**src/design/dlsch_pkg.sv**
```systemverilog
package dlsch_pkg;

	// configuration port geometry
	localparam int CFG_IDX_W  = 2;
	localparam int CFG_DATA_W = 10;

	// register indexes
	localparam logic [CFG_IDX_W-1:0] REG_LOWER_LIMIT      = 2'd0;
	localparam logic [CFG_IDX_W-1:0] REG_UPPER_LIMIT      = 2'd1;
	localparam logic [CFG_IDX_W-1:0] REG_LONG_NIGHT_HOURS = 2'd2;

	// field widths
	localparam int LEVEL_W = 10;
	localparam int LONG_W  = 8;
	localparam int HOUR_W  = 5;
	localparam int PORT_W  = 4;

	// register reset values
	localparam logic [LEVEL_W-1:0] LOWER_LIMIT_RST      = 10'd400;
	localparam logic [LEVEL_W-1:0] UPPER_LIMIT_RST      = 10'd520;
	localparam logic [LONG_W-1:0]  LONG_NIGHT_HOURS_RST = 8'd8;

	// default saturation point of the night counter
	localparam int NIGHT_COUNT_MAX_DEF = 255;

	// last valid hour of the day
	localparam int HOUR_MAX = 23;

	// blackout windows, inclusive
	localparam logic [HOUR_W-1:0] BLK_DST_LO = 5'd2;
	localparam logic [HOUR_W-1:0] BLK_DST_HI = 5'd6;
	localparam logic [HOUR_W-1:0] BLK_STD_LO = 5'd1;
	localparam logic [HOUR_W-1:0] BLK_STD_HI = 5'd5;

	typedef struct packed {
		logic [LEVEL_W-1:0] lower_limit;
		logic [LEVEL_W-1:0] upper_limit;
		logic [LONG_W-1:0]  long_night_hours;
	} cfg_t;

	typedef struct packed {
		logic [HOUR_W-1:0] hour;
		logic              lamp_on;
		logic              is_night;
		logic              dst_active;
		logic [PORT_W-1:0] port_c_bits;
		logic [PORT_W-1:0] port_d_bits;
	} result_t;

endpackage

```
**src/design/dlsch_cfg.sv**
```systemverilog
module dlsch_cfg (
	input  logic                              clk,
	input  logic                              arst_n,
	input  logic                              cfg_wr_en,
	input  logic [dlsch_pkg::CFG_IDX_W-1:0]   cfg_index,
	input  logic [dlsch_pkg::CFG_DATA_W-1:0]  cfg_wr_data,
	output dlsch_pkg::cfg_t                   cfg
);

	dlsch_pkg::cfg_t cfg_q;

	always_ff @(posedge clk or negedge arst_n) begin
		if (!arst_n) begin
			cfg_q.lower_limit      <= dlsch_pkg::LOWER_LIMIT_RST;
			cfg_q.upper_limit      <= dlsch_pkg::UPPER_LIMIT_RST;
			cfg_q.long_night_hours <= dlsch_pkg::LONG_NIGHT_HOURS_RST;
		end else if (cfg_wr_en) begin
			unique case (cfg_index)
				dlsch_pkg::REG_LOWER_LIMIT: begin
					cfg_q.lower_limit <= cfg_wr_data[dlsch_pkg::LEVEL_W-1:0];
				end
				dlsch_pkg::REG_UPPER_LIMIT: begin
					cfg_q.upper_limit <= cfg_wr_data[dlsch_pkg::LEVEL_W-1:0];
				end
				dlsch_pkg::REG_LONG_NIGHT_HOURS: begin
					cfg_q.long_night_hours <= cfg_wr_data[dlsch_pkg::LONG_W-1:0];
				end
				default: begin
					// unmapped index, write dropped
				end
			endcase
		end
	end

	assign cfg = cfg_q;

endmodule

```
**src/design/dlsch_step.sv**
```systemverilog
module dlsch_step #(
	parameter int NIGHT_COUNT_MAX = dlsch_pkg::NIGHT_COUNT_MAX_DEF,
	parameter int NIGHT_W         = $clog2(NIGHT_COUNT_MAX + 1)
) (
	input  logic                              command,
	input  logic [dlsch_pkg::LEVEL_W-1:0]     raw_sample,
	input  dlsch_pkg::cfg_t                   cfg,
	input  logic [dlsch_pkg::HOUR_W-1:0]      hour_cur,
	input  logic [NIGHT_W-1:0]                night_len_cur,
	input  logic                              night_cur,
	input  logic                              dst_cur,
	output logic [dlsch_pkg::HOUR_W-1:0]      hour_nxt,
	output logic [NIGHT_W-1:0]                night_len_nxt,
	output logic                              night_nxt,
	output logic                              dst_nxt,
	output dlsch_pkg::result_t                result
);

	// wide enough for half the night length plus the correction hour
	localparam int HW = NIGHT_W + 1;
	// common width for the long-night compare
	localparam int CW = (NIGHT_W > dlsch_pkg::LONG_W) ? NIGHT_W : dlsch_pkg::LONG_W;

	logic [dlsch_pkg::LEVEL_W-1:0] level;
	logic [HW-1:0]                 h_w;
	logic                          blackout;

	// 1023 - raw is the bitwise inverse at ten bits
	assign level = ~raw_sample;

	always_comb begin
		h_w           = HW'(hour_cur);
		night_len_nxt = night_len_cur;
		night_nxt     = night_cur;
		dst_nxt       = dst_cur;
		if (command) begin
			h_w = HW'(hour_cur) + HW'(1);
			if (night_len_cur < NIGHT_W'(NIGHT_COUNT_MAX)) begin
				night_len_nxt = night_len_cur + NIGHT_W'(1);
			end
		end else begin
			if ((level < cfg.lower_limit) && !night_cur) begin
				night_nxt     = 1'b1;
				night_len_nxt = '0;
			end else if ((level > cfg.upper_limit) && night_cur) begin
				night_nxt = 1'b0;
				if (CW'(night_len_cur) > CW'(cfg.long_night_hours)) begin
					dst_nxt = 1'b1;
					h_w     = HW'(night_len_cur >> 1) + HW'(1);
				end else begin
					dst_nxt = 1'b0;
					h_w     = HW'(night_len_cur >> 1);
				end
			end
		end
		// wrap past the end of the day
		if (h_w > HW'(dlsch_pkg::HOUR_MAX)) begin
			hour_nxt = '0;
		end else begin
			hour_nxt = h_w[dlsch_pkg::HOUR_W-1:0];
		end
	end

	always_comb begin
		if (dst_nxt) begin
			blackout = (hour_nxt >= dlsch_pkg::BLK_DST_LO) && (hour_nxt <= dlsch_pkg::BLK_DST_HI);
		end else begin
			blackout = (hour_nxt >= dlsch_pkg::BLK_STD_LO) && (hour_nxt <= dlsch_pkg::BLK_STD_HI);
		end
	end

	always_comb begin
		result.hour        = hour_nxt;
		result.lamp_on     = night_nxt && !blackout;
		result.is_night    = night_nxt;
		result.dst_active  = dst_nxt;
		// display pins are port_c {0, hour[4:2]} and port_d {lamp, 0, hour[1:0]}
		result.port_c_bits = {1'b0, hour_nxt[4:2]};
		result.port_d_bits = {result.lamp_on, 1'b0, hour_nxt[1:0]};
	end

endmodule

```
**src/design/dusk_dawn_lamp_scheduler_top.sv**
```systemverilog
// dusk/dawn street lamp scheduler
//
// input channel: in_valid / in_stall with command (0 = light sample,
// 1 = hour tick) and raw_sample; a word is taken when in_valid is high
// and in_stall is low
// output channel: out_valid / out_stall with hour, lamp_on, is_night,
// dst_active and the display pin groups port_c_bits and port_d_bits;
// exactly one result word per input word, in order
// config: cfg_wr_en / cfg_index / cfg_wr_data write the lower limit,
// upper limit and long-night length; write only while the block is idle
//
// latency: a word taken at one edge lands in the input register there and
// shows on the output right after the next edge (then in the result register)
// throughput: one word per cycle; the clock estimate, night counter and
// flags update in the single step between the two registers
// stall: a stalled result holds in the result register while one more word
// waits in the input register; in_stall rises only when both are full
// reset: clock estimate, night counter, night and dst flags clear to zero,
// limits return to 400 / 520 / 8, both stages empty
module dusk_dawn_lamp_scheduler_top #(
	parameter int NIGHT_COUNT_MAX = dlsch_pkg::NIGHT_COUNT_MAX_DEF,
	parameter int NIGHT_W         = $clog2(NIGHT_COUNT_MAX + 1)
) (
	input  logic                              clk,
	input  logic                              arst_n,
	// configuration write port
	input  logic                              cfg_wr_en,
	input  logic [dlsch_pkg::CFG_IDX_W-1:0]   cfg_index,
	input  logic [dlsch_pkg::CFG_DATA_W-1:0]  cfg_wr_data,
	// input channel
	input  logic                              in_valid,
	output logic                              in_stall,
	input  logic                              command,
	input  logic [dlsch_pkg::LEVEL_W-1:0]     raw_sample,
	// output channel
	output logic                              out_valid,
	input  logic                              out_stall,
	output logic [dlsch_pkg::HOUR_W-1:0]      hour,
	output logic                              lamp_on,
	output logic                              is_night,
	output logic                              dst_active,
	output logic [dlsch_pkg::PORT_W-1:0]      port_c_bits,
	output logic [dlsch_pkg::PORT_W-1:0]      port_d_bits
);

	dlsch_pkg::cfg_t cfg;

	// input register
	logic                          valid_s1;
	logic                          command_s1;
	logic [dlsch_pkg::LEVEL_W-1:0] raw_s1;

	// result register
	logic                          valid_s2;
	dlsch_pkg::result_t            result_s2;

	// scheduler state
	logic [dlsch_pkg::HOUR_W-1:0]  hour_q;
	logic [NIGHT_W-1:0]            night_len_q;
	logic                          night_q;
	logic                          dst_q;

	// next state from the step logic
	logic [dlsch_pkg::HOUR_W-1:0]  hour_nxt;
	logic [NIGHT_W-1:0]            night_len_nxt;
	logic                          night_nxt;
	logic                          dst_nxt;
	dlsch_pkg::result_t            result_nxt;

	logic                          advance;

	dlsch_cfg u_cfg (
		.clk         (clk),
		.arst_n      (arst_n),
		.cfg_wr_en   (cfg_wr_en),
		.cfg_index   (cfg_index),
		.cfg_wr_data (cfg_wr_data),
		.cfg         (cfg)
	);

	dlsch_step #(
		.NIGHT_COUNT_MAX (NIGHT_COUNT_MAX),
		.NIGHT_W         (NIGHT_W)
	) u_step (
		.command       (command_s1),
		.raw_sample    (raw_s1),
		.cfg           (cfg),
		.hour_cur      (hour_q),
		.night_len_cur (night_len_q),
		.night_cur     (night_q),
		.dst_cur       (dst_q),
		.hour_nxt      (hour_nxt),
		.night_len_nxt (night_len_nxt),
		.night_nxt     (night_nxt),
		.dst_nxt       (dst_nxt),
		.result        (result_nxt)
	);

	// the result register moves when empty or when its word is taken
	assign advance  = !valid_s2 || !out_stall;
	// hold off the sender only when both stages are occupied
	assign in_stall = valid_s1 && !advance;

	// input register
	always_ff @(posedge clk or negedge arst_n) begin
		if (!arst_n) begin
			valid_s1 <= 1'b0;
		end else if (!in_stall) begin
			valid_s1 <= in_valid;
		end
	end

	always_ff @(posedge clk) begin
		if (in_valid && !in_stall) begin
			command_s1 <= command;
			raw_s1     <= raw_sample;
		end
	end

	// state commits when the word enters the result register
	always_ff @(posedge clk or negedge arst_n) begin
		if (!arst_n) begin
			valid_s2    <= 1'b0;
			hour_q      <= '0;
			night_len_q <= '0;
			night_q     <= 1'b0;
			dst_q       <= 1'b0;
		end else if (advance) begin
			valid_s2 <= valid_s1;
			if (valid_s1) begin
				hour_q      <= hour_nxt;
				night_len_q <= night_len_nxt;
				night_q     <= night_nxt;
				dst_q       <= dst_nxt;
			end
		end
	end

	always_ff @(posedge clk) begin
		if (advance && valid_s1) begin
			result_s2 <= result_nxt;
		end
	end

	assign out_valid   = valid_s2;
	assign hour        = result_s2.hour;
	assign lamp_on     = result_s2.lamp_on;
	assign is_night    = result_s2.is_night;
	assign dst_active  = result_s2.dst_active;
	assign port_c_bits = result_s2.port_c_bits;
	assign port_d_bits = result_s2.port_d_bits;

	// the shown word always matches the committed state
	a_result_tracks_state: assert property (@(posedge clk) disable iff (!arst_n)
		valid_s2 |-> (result_s2.hour == hour_q && result_s2.is_night == night_q
			&& result_s2.dst_active == dst_q))
		else $error("result word out of step with scheduler state");

	a_hour_in_range: assert property (@(posedge clk) disable iff (!arst_n)
		hour_q <= dlsch_pkg::HOUR_W'(dlsch_pkg::HOUR_MAX))
		else $error("hour estimate past end of day");

	a_night_saturates: assert property (@(posedge clk) disable iff (!arst_n)
		night_len_q <= NIGHT_W'(NIGHT_COUNT_MAX))
		else $error("night counter past its limit");

	a_lamp_needs_night: assert property (@(posedge clk) disable iff (!arst_n)
		valid_s2 |-> (!result_s2.lamp_on || result_s2.is_night))
		else $error("lamp lit outside night");

	a_stall_only_when_full: assert property (@(posedge clk) disable iff (!arst_n)
		in_stall |-> (valid_s1 && valid_s2 && out_stall))
		else $error("input stalled with room in the pipeline");

endmodule
```
**config.mk**
```make
export PLATFORM = sky130hd
export DESIGN_NAME = dusk_dawn_lamp_scheduler_top
export DESIGN_NICKNAME = d
export VERILOG_FILES = /design/src/design/dlsch_pkg.sv /design/src/design/dlsch_cfg.sv /design/src/design/dlsch_step.sv /design/src/design/dusk_dawn_lamp_scheduler_top.sv
export SDC_FILE = /design/constraint.sdc
export NUM_CORES = 1
export LEC_CHECK = 0
export BUFFER_PORTS_ARGS = -buffer_cell sky130_fd_sc_hd__buf_4
export CAP_MARGIN = 30
export CORE_MARGIN = 5
export CORE_UTILIZATION = 45
export CTS_BUF_LIST = sky130_fd_sc_hd__clkbuf_4 sky130_fd_sc_hd__clkbuf_8
export CTS_CLUSTER_DIAMETER = 120
export DETAILED_ROUTE_END_ITERATION = 7
export PLACE_DENSITY = 0.75
export SYNTH_ARGS = -nofsm -noshare
export SYNTH_HDL_FRONTEND = slang
export SYNTH_HIERARCHICAL = 1
export SYNTH_SLANG_ARGS = --single-unit
```
**constraint.sdc**
```tcl
create_clock -name clk -period 5.35 [get_ports clk]
set_input_delay 1.605 -clock clk [delete_from_list [all_inputs] [get_ports clk]]
set_output_delay 1.605 -clock clk [all_outputs]
set_load 0.03 [all_outputs]
```
* Yosys cells after proc, flatten, opt, wreduce, memory -nomap -nowiden
Index checks and enable logic that the tools add are counted.
Storage, ports and cells: word-level logic and storage cells 71, bits of input ports 28, flip-flop bits (word level) 70, output and inout port bits 18
Operators by class: magnitude comparators 9, reduce and logical (&&, ||, !) cells 22, mux-type cells 16, bitwise gates (word level) 1, eq/ne operators 3, add/sub/neg operators 3
Operators by type and width (number):
- 9-bit 2-to-1 mux | 4
- 8-bit 2-to-1 mux | 3
- 10-bit greater-than comparator | 1
- 5-bit by 3-bit less-or-equal comparator with 1-bit output (second input constant) | 2
- 10-bit < comparator | 1
- 10-bit NOT | 1
- 9-bit by 5-bit greater-than comparator with 1-bit output (second input constant) | 1
- 7-bit by 1-bit adder with 8-bit output (second input constant) | 1
- 8-bit by 1-bit adder with 8-bit output (second input constant) | 1
- 8-bit greater-than comparator | 1
- 1-bit logical AND | 8
- 8-bit < comparator (second input constant) | 1
- 1-bit 2-to-1 mux | 8
- 2-bit AND reduction | 4
- 5-bit by 1-bit adder with 6-bit output (second input constant) | 1
- 1-bit zero test | 6
- 5-bit by 1-bit >= comparator with 1-bit output (second input constant) | 1
- 5-bit by 2-bit >= comparator with 1-bit output (second input constant) | 1
- 5-bit 2-to-1 mux | 1
- 4-bit AND reduction | 1
- 2-bit by 1-bit equality test with 1-bit output (second input constant) | 1
- 2-bit equality test (second input constant) | 1
- 2-bit zero test | 1
- 2-bit by 1-bit inequality test with 1-bit output (second input constant) | 1
- other kinds (2) | 2

* Longest topological paths before layout
Gate-level depths: netlist (run 1).
depth after elaboration 13, mapped depth 11, gate-level depth less buffers 11

* Modules after synthesis
The synthesis (run 1) kept the hierarchy.
By module, submodules not included:
- dlsch_step | area an instance 1565.3 µm², times used 1, sequential area each 0.0 µm², cells each 230
- dusk_dawn_lamp_scheduler_top | area an instance 1507.7 µm², times used 1, sequential area each 1236.2 µm², cells each 66
- dlsch_cfg | area an instance 1077.3 µm², times used 1, sequential area each 708.2 µm², cells each 61

* Least setup slack after synthesis (run 1)
No wires, ideal clock.
path kind input -> output, start input port out_stall, end output port in_stall, stages on the path 2, arrival 1.910 ns, data required time 3.745 ns, slack 1.835 ns, path buffers 0, cells stage by stage nand3_1 > inv_1
On the way: word-level cells in the longest chain between the ends 4
Ends and longest elaborated chain:
- start: declaration | line dusk_dawn_lamp_scheduler_top.sv:37 | input logic out_stall,
- 1-bit zero test | line dusk_dawn_lamp_scheduler_top.sv:100 | assign advance = !valid_s2 || !out_stall;
- 1-bit logical OR | line dusk_dawn_lamp_scheduler_top.sv:100
- 1-bit zero test | line dusk_dawn_lamp_scheduler_top.sv:102 | assign in_stall = valid_s1 && !advance;
- 1-bit logical AND | line dusk_dawn_lamp_scheduler_top.sv:102
- end: declaration | line dusk_dawn_lamp_scheduler_top.sv:32 | output logic in_stall,
No other way between the ends.

* Worst setup path in the final report (run 1)
Same ends and word-level chain as after synthesis.

==> results of run 1 <==
-- flip-flops by register name, summed over array words and instances (netlist names) --
| name | cells |
|---|---|
| is_night | 1 |
| night_len_q | 8 |
| out_valid | 1 |
| port_c_bits | 4 |
| dst_active | 1 |
| dst_q | 1 |
| u_cfg/cfg | 28 |
| night_q | 1 |
| raw_s1 | 10 |
| hour_q | 5 |
| lamp_on | 1 |
| command_s1 | 1 |
| valid_s1 | 1 |
| port_d_bits | 4 |
| hour | 5 |
-- cells in the mapped netlist (2+ instances only) --
| cell | number | area share (%) |
|---|---|---|
| a211oi_1 | 2 | 0.36 |
| a21o_2 | 2 | 0.42 |
| a21oi_1 | 7 | 0.84 |
| a221oi_1 | 2 | 0.42 |
| and3_1 | 4 | 0.60 |
| and3b_1 | 2 | 0.42 |
| buf_4 | 15 | 2.7 |
| buf_6 | 2 | 0.54 |
| clkbuf_1 | 3 | 0.27 |
| dfrtp_1 | 39 | 24 |
| dfstp_2 | 6 | 3.8 |
| edfxtp_1 | 27 | 20 |
| ha_1 | 30 | 9.0 |
| inv_1 | 43 | 3.9 |
| mux2_2 | 34 | 9.2 |
| mux2_4 | 9 | 3.3 |
| mux2i_1 | 2 | 0.48 |
| nand2_1 | 15 | 1.4 |
| nand3_1 | 10 | 1.2 |
| nand3b_1 | 2 | 0.36 |
| nand4_1 | 9 | 1.4 |
| nor2_1 | 20 | 1.8 |
| nor2b_1 | 5 | 0.75 |
| nor3_1 | 4 | 0.48 |
| o211ai_1 | 3 | 0.54 |
| o21a_1 | 3 | 0.54 |
| o21ai_0 | 11 | 1.3 |
| o21ai_1 | 2 | 0.24 |
| o22ai_1 | 2 | 0.30 |
| o31a_1 | 2 | 0.42 |
| or2_1 | 2 | 0.30 |
| or3_1 | 2 | 0.30 |
| xnor2_1 | 5 | 1.1 |
-- final cells by class --
cell class                      instances  area (um2)  share of cell area [%]
Clock buffer                           10         131                    2.81
Clock inverter                          6        60.1                    1.28
Tap cell                              111         139                    2.97
Sequential cell                        72        1940                    41.6
Inverter                               43         161                    3.45
Timing Repair Buffer                   46         358                    7.65
Multi-Input combinational cell        222        1880                    40.2
-- worst max path at each step --
stage / to / depth (start not counted) / slack, ns
6_report: in_stall / 4 / 1.70
5_1_grt: in_stall / 4 / 1.66
3_5_place_dp: in_stall / 4 / 1.70
2_1_floorplan: in_stall / 2 / 1.84
3_3_place_gp: in_stall / 4 / 1.72
4_1_cts: in_stall / 4 / 1.70
-- metal layers --
layer / share of wire, % / up-vias / global-route usage, %
met5: 0 / - / 0
met4: 1.1 / 0 / 4.72
met3: 4.8 / 10 / 4.25
met2: 53 / 84 / 26.2
met1: 42 / 1329 / 16.3
li1: - / 1335 / -
-- critical path, cell delays in order --
cell and delay, ns:
buf_4 0.13, nand3_1 0.10, inv_1 0.05, buf_4 0.16
-- power by group --
group	total [mW]	switching [mW]	leakage (nW)	internal [mW]
sequential	0.832	0.109	0.801	0.724
clock	0.419	0.201	0.0971	0.218
combinational	0.722	0.388	1.23	0.334
-- layout by cell type, fill, tap and decap left out, types with 10 or more instances in the layout --
cell type,n
inv_1,43
dfrtp_1,39
nor2_1,20
nand2_1,15
o21ai_0,11
nand3_1,10
buf_4,45
ha_1,30
edfxtp_1,27
mux2_2,34
-- stage by stage --
step                setup slack (ns)  total power [mW]  hold WS, ns  instance area [um2]  util, %
finish                          1.70              1.97        0.489                 4680     51.3
global route                    1.66              2.10        0.528                 4680     51.3
CTS                             1.70              1.99        0.498                 4680     51.3
detailed placement              1.70              1.56        0.480                 4480     49.2
global placement                1.72              1.52        0.465                 4460     49.0
floorplan                       1.84              1.43        0.457                 4150        -
-- cell families after synthesis --
kind of cell             share of synthesized area (%)
flip-flops                                        46.8
buffers and inverters                             7.90
multiplexers                                      13.0
XOR/XNOR                                          1.27
AO/OA/AOI/OAI                                     10.1
AND/OR/NAND/NOR                                   11.8
other                                           0.0904
adder cells (fa/ha/maj)                           9.04
==> results.txt, run 1 <==
Clk Tree Root Cell: clkbuf_8
Outcome: finished, final reports clean
CTS tree: yes
Largest net degree at the start of global routing: 46
Max H-tree Level: 3
Register area share after synthesis: 46.8%
First-pass GRT wire length: 13.2 mm
RSZ-0062 raised after global routing: false
Number of synthesized flops with an enable pin: 27
Max Cap Viol: 0
# resized after CTS: 0
TNS Setup: 0 ns
Yosys cell types: 64
R2R depth: 11
Tightest Pin Transition: 0.891 ns
Initial Util: 45.6%
Drt total wl: 7.95 mm
Routed vias: 2,758
# port buffers: 45
Crit path from: out_stall
DR DRC count: 0
Startpoint Class: input pin
Crit Path Max Fanout: 3
Die Area: 0.0112 mm2
WP data required: 3.74 ns
Fin crit share: 68.2%
GRT Total Usage: 14.5%
Clk buf depth: 2
Diode count: 0
Critical path class: input pin to output pin
Ys async rst share: 62.5%
R2R Path End: hour_q[0]
Reg2reg setup slack: 2.14 ns
Leak: 2.13 nW
Dpl hpwl: 5.99 mm
Min-Delay Path Class: flop to flop
Area growth syn-to-layout: 12.7%
Peak Freq: 274 MHz
Yosys reg bits: 72
Postcts setup bufs: 0
Critical Path AT: 2.04 ns
Synth Instances: 357
Share of layout cells above drive strength 1: 31.6%
Maximum VDD drop: 0.172 mV
Hold depth: 1
Pwr/cell area: 422 mW/mm2
Total CTS buffers: 9
Endpoints failing setup: 0
Via density: 5.41
Average instance area after synthesis: 11.6 um2
Yosys warning count: 6
Number of placement rows: 35
Hold Fails Final Rpt: 0
Worst-path clk slew: 0.08 ns
Initial antenna violation count: 0
Post-synth design cell area: 0.00415 mm2
Crit path capture type: output pin
Final ANT Viol Nets: 0
Slew HR: 40.1%
WL/cell: 15.6 um
Core Box Area: 0.00911 mm2
Post-route minimum period: 3.65 ns
Clk_skew: 0.0122 ns
FF-to-FF Start: u_cfg/cfg[11]
IO Count: 46
DP Cell Count: 494
Worst skew pair latency: 0.35 ns
Die H: 106 um
Router iterations before antenna repair: 5
Clock sink count: 72
NumNets Final: 452
Min-delay src: valid_s1
Final Non-Filler Cells: 510
Fill cells: 795
Min-Delay Endpoint: out_valid
Slew Viols, Final: 0
# hold bufs at CTS: 0
DR iter-0 viols: 88
Vias in the first global route: 2,954
RD Place Congestion: 0.868
Die width: 106 um
GR Overflow Total: 0
Top_reg_cell synth: dfrtp_1
Power figures use the tool's default switching activity.
==> inputs of run 2 (changes only) <==
PLACE_DENSITY = 0.77   (was 0.75)
clock period = 3.15 ns   (was 5.35 ns; I/O delays follow)
==> run 2 against run 1 <==
Against the previous run:
- hold slack better by 0.013 ns
- clock skew barely moved
- clock power is 58% higher
- combinational power grew 84%
- global-route usage is 0.61 points higher
- largest power group unchanged
==> results.txt, run 2 (synthesized netlist as in run 1, its figures left out) <==
Clock sink count: 72
Largest net degree at the start of global routing: 46
CP Buf/Inv Count: 1
Max H-tree Level: 3
Total CTS buffers: 9
Net Sw Power: 1.19 mW
Peak Freq: 339 MHz
Multi-input gate area: 0.00189 mm2
Clk_skew: 0.0123 ns
Sequential share of power: 40.8%
Reg2reg setup slack: 0.20 ns
Min Hold Slack: 0.503 ns
CP top delay family: compound AO/OA/AOI/OAI gates
Most frequent cells in the layout: buf_4, inv_1, dfrtp_1
Pre-CTS WS: 0.144 ns
Crit path cell chain: inv_1, ha_1, nand4_1, a211oi_2, a2111oi_4, or3_4, o41ai_4, nand2_1, and3_1, o31a_1
Crit Path Max Fanout: 5
FF-to-FF Start: u_cfg/cfg[17]
Max incr delay on CP: 0.53 ns
DR iter-0 viols: 98
Worst-path clk slew: 0.07 ns
Dpl hpwl: 6.08 mm
GR Overflow Total: 0
Final Instance Area: 0.00477 mm2
Total chip power: 3.36 mW
Die H: 106 um
Worst Setup EP: port_d_bits[3]
RD Place Congestion: 0.873
Leak: 2.19 nW
Fin crit share: 93.6%
Maximum VDD drop: 0.326 mV
# resized after CTS: 0
Share of layout cells above drive strength 1: 34.6%
R2R depth: 10
Max Cap Viol: 0
RSZ-0062 raised after global routing: false
Endpoints failing setup: 0
Initial antenna violation count: 0
Slew HR: 60.7%
Post-route minimum period: 2.95 ns
Hold Fails Final Rpt: 0
GRT Total Usage: 15.1%
Clk buf depth: 2
Router iterations before antenna repair: 6
Sw Ratio: 35.3%
Outcome: finished, final reports clean
Initial Util: 45.6%
Worst skew pair latency: 0.35 ns
DR DRC count: 0
Fin worst setup slack: 0.200 ns
Crit path capture type: flop
Commonest non-fill, non-tap cell in the layout: buf_4
Tightest Pin Transition: 0.589 ns
Slowest library cell on the worst path: dfstp_2
Largest register FFs: 28
Area growth syn-to-layout: 14.8%
Comb pwr share: 39.6%
Die Area: 0.0112 mm2
WP data required: 3.24 ns
Pwr/cell area: 705 mW/mm2
Drt total wl: 7.80 mm
Routed vias: 2,807
Crit path from: u_cfg/cfg[17]
Vias in the first global route: 2,992
First-pass GRT wire length: 13.5 mm
# hold bufs at CTS: 0
# port buffers: 45
Final ANT Viol Nets: 0
WL/cell: 14.9 um
Fill cells: 811
Internal power: 2.17 mW
Sequential Area: 0.00194 mm2
Number of placement rows: 35
Critical Path AT: 3.04 ns
Min-Delay Path Class: flop to flop
IO Count: 46
Core Box Area: 0.00911 mm2
Clock power frac: 19.7%
DP Area: 0.00458 mm2
Die width: 106 um
Slew Viols, Final: 0
NumNets Final: 466
Diode count: 0
Critical path class: flop to flop
R2R Path End: port_d_bits[3]
Clk Tree Root Cell: clkbuf_8
CTS tree: yes
TNS Setup: 0 ns
Postcts setup bufs: 0
Via density: 5.36
Number of cells on the critical path: 10
Startpoint Class: flop
==> run 2: cell types whose count changed in the layout (fill, tap and decap cells not counted) <==
cell	before	now
a221oi_1	2	1
a221oi_2	0	1
buf_12	1	0
buf_4	45	60
bufinv_16	1	0
clkbuf_8	9	10
clkinv_1	1	0
clkinvlp_4	1	2
o21ai_1	2	1
o21ai_2	0	1
==> run 2: power groups by stage <==
stage	Sequential [mW]	Clock, mW	Combinational [mW]
4_1_cts	1.37	0.678	1.33
3_3_place_gp	1.38	0	1.28
2_1_floorplan	1.49	0	0.943
3_5_place_dp	1.39	0	1.33
5_1_grt	1.40	0.718	1.48
6_report	1.37	0.660	1.33
==> run 2: metrics by stage <==
stage,utilization (%),cells
after floorplan,-,358
after global placement,50.2,508
after detailed placement,50.2,508
after CTS,52.2,524
after global routing,52.3,524
final,52.3,524
==> run 2: layout make-up <==
cell class / instances / share of cell area [%]
Clock inverter: 5 / 0.709
Inverter: 43 / 3.39
Clock buffer: 11 / 3.05
Multi-Input combinational cell: 222 / 39.7
Sequential cell: 72 / 40.8
Timing Repair Buffer: 60 / 9.45
Tap cell: 111 / 2.91
==> run 2: worst min-delay path by stage <==
stage | depth (start not counted) | from | endpoint
3_3_place_gp | 1 | valid_s1 | out_valid
2_1_floorplan | 1 | valid_s1 | out_valid
5_1_grt | 1 | u_cfg/cfg[12] | u_cfg/cfg[12]
4_1_cts | 1 | valid_s1 | out_valid
3_5_place_dp | 1 | valid_s1 | out_valid
6_report | 1 | valid_s1 | out_valid
==> run 2: per-layer routing <==
layer / global-route usage [%] / share of wire [%] / vias up
met2: 27.0 / 51 / 76
met4: 4.63 / 0.99 / 0
met5: 0 / 0 / -
met1: 17.6 / 43 / 1358
met3: 4.19 / 4.6 / 9
li1: - / - / 1364
==> inputs of run 3 (changes only) <==
BUFFER_PORTS_ARGS = -buffer_cell sky130_fd_sc_hd__buf_2   (was -buffer_cell sky130_fd_sc_hd__buf_4)
SLEW_MARGIN = 10   (was not set)
==> run 3 against run 2 <==
Against the previous run:
- clock power grew 22%
- critical path depth is the same
- total power rose by 3.7%
- die area unchanged
- utilization down 0.58 points
- clock-buffer cell count stayed put
- via count down 0.57%
- clock skew is 0.0014 ns lower
- flip-flop and latch count unchanged
- combinational power about the same
- hold slack worse by 0.013 ns
- global-route usage grew 0.067 points
==> results.txt, run 3 (synthesized netlist as in run 1, its figures left out) <==
Critical Path AT: 3.07 ns
Largest net degree at the start of global routing: 32
Die H: 106 um
Slowest library cell on the worst path: dfstp_2
Hold Fails Final Rpt: 0
Initial antenna violation count: 0
Min-Delay Path Class: flop to flop
Peak Freq: 337 MHz
Startpoint Class: flop
WP data required: 3.25 ns
Endpoints failing setup: 0
Fin crit share: 94.3%
Share of layout cells above drive strength 1: 35.2%
Post-route minimum period: 2.97 ns
Outcome: finished, final reports clean
Worst skew pair latency: 0.35 ns
Crit path cell chain: inv_1, ha_1, nand4_1, a211oi_2, a2111oi_4, or3_4, o41ai_4, nand2_1, and3_1, o31a_1
Slew HR: 59.0%
Number of placement rows: 35
Crit path capture type: flop
TNS Setup: 0 ns
Commonest non-fill, non-tap cell in the layout: buf_2
Core Box Area: 0.00911 mm2
Largest register FFs: 28
Final ANT Viol Nets: 0
Die width: 106 um
Worst-path clk slew: 0.07 ns
Drt total wl: 8.04 mm
Vias in the first global route: 2,932
Total chip power: 3.48 mW
Routed vias: 2,791
Critical path class: flop to flop
Leak: 2.19 nW
Maximum VDD drop: 0.285 mV
Crit Path Max Fanout: 5
Router iterations before antenna repair: 4
Dpl hpwl: 6.18 mm
Clk_skew: 0.0109 ns
Min Hold Slack: 0.489 ns
Tightest Pin Transition: 0.615 ns
Clock sink count: 72
GR Overflow Total: 0
Max H-tree Level: 3
WL/cell: 15.3 um
Most frequent cells in the layout: buf_2, inv_1, dfrtp_1
DR DRC count: 0
Pwr/cell area: 739 mW/mm2
Diode count: 0
IO Count: 46
Clk buf depth: 2
Via density: 5.31
First-pass GRT wire length: 13.7 mm
RSZ-0062 raised after global routing: false
DR iter-0 viols: 98
Initial Util: 45.6%
Total CTS buffers: 9
Die Area: 0.0112 mm2
Max Cap Viol: 0
# port buffers: 45
Clk Tree Root Cell: clkbuf_8
GRT Total Usage: 15.2%
CTS tree: yes
Max incr delay on CP: 0.53 ns
Reg2reg setup slack: 0.18 ns
Area growth syn-to-layout: 13.6%
Slew Viols, Final: 0
NumNets Final: 468
RD Place Congestion: 0.914
# hold bufs at CTS: 0
==> run 3: changes by cell type in the layout (fill, tap and decap cells not counted), sizes merged <==
cell / before / now
buf: 60 / 62
clkinvlp: 2 / 1
bufinv: 0 / 2
clkinv: 3 / 2
==> run 3: critical path, delay by kind of cell, from the launching register on <==
kind                       cells  cell delay (ns)
AOI/OAI and AO/OA              4             0.99
and+or+nand+nor                4             0.88
DFF                            1             0.53
adders and majority gates      1             0.29
buffers and inverters          1             0.04
==> run 3: what timing repair did <==
item,4_1_cts,5_1_grt
setup buffers,0,1
endpoints found under the hold margin,0,0
gates resized for setup,0,3
setup endpoints to repair,0,7
==> run 3: per-stage QoR <==
step                util (%)  worst slack [ns]  cells  instance area [um2]
floorplan                  -             0.227    358                 4150
global placement        49.1             0.191    509                 4470
detailed placement      49.1             0.156    509                 4470
CTS                     51.5             0.144    525                 4690
global route            51.7            0.0308    526                 4710
finish                  51.7             0.181    526                 4710
==> run 3: worst paths after layout <==
kind,endpoint,start,cells after the start
min in group asynchronous,night_len_q[3],arst_n,1
worst max-delay path,lamp_on,u_cfg/cfg[17],10
worst min register to register,out_valid,valid_s1,1
max in group asynchronous,u_cfg/cfg[17],arst_n,2
worst min-delay path,out_valid,valid_s1,1
worst max register to register,lamp_on,u_cfg/cfg[17],10
==> run 3: layout make-up <==
class / count / area, um2
Sequential cell: 72 / 1940
Clock inverter: 5 / 81.3
Clock buffer: 11 / 139
Fill cell: 802 / 4400
Timing Repair Buffer: 62 / 353
Tap cell: 111 / 139
Multi-Input combinational cell: 222 / 1900
Inverter: 43 / 161
==> run 3: metal layers <==
metal	part of all wire, %	wire length [um]	GRT usage (%)	up-vias
li1	-	-	-	1366
met1	43	3450	17.8	1348
met2	51	4100	27.6	63
met3	4.5	363	3.58	14
met4	1.6	127	4.35	0
met5	0	0	0	-
==> run 3: power by group <==
part           total [mW]  leakage, nW  switching [mW]  internal, mW
Combinational        1.32         1.28           0.721         0.594
Sequential           1.37        0.801           0.136          1.23
Clock               0.802        0.110           0.338         0.464
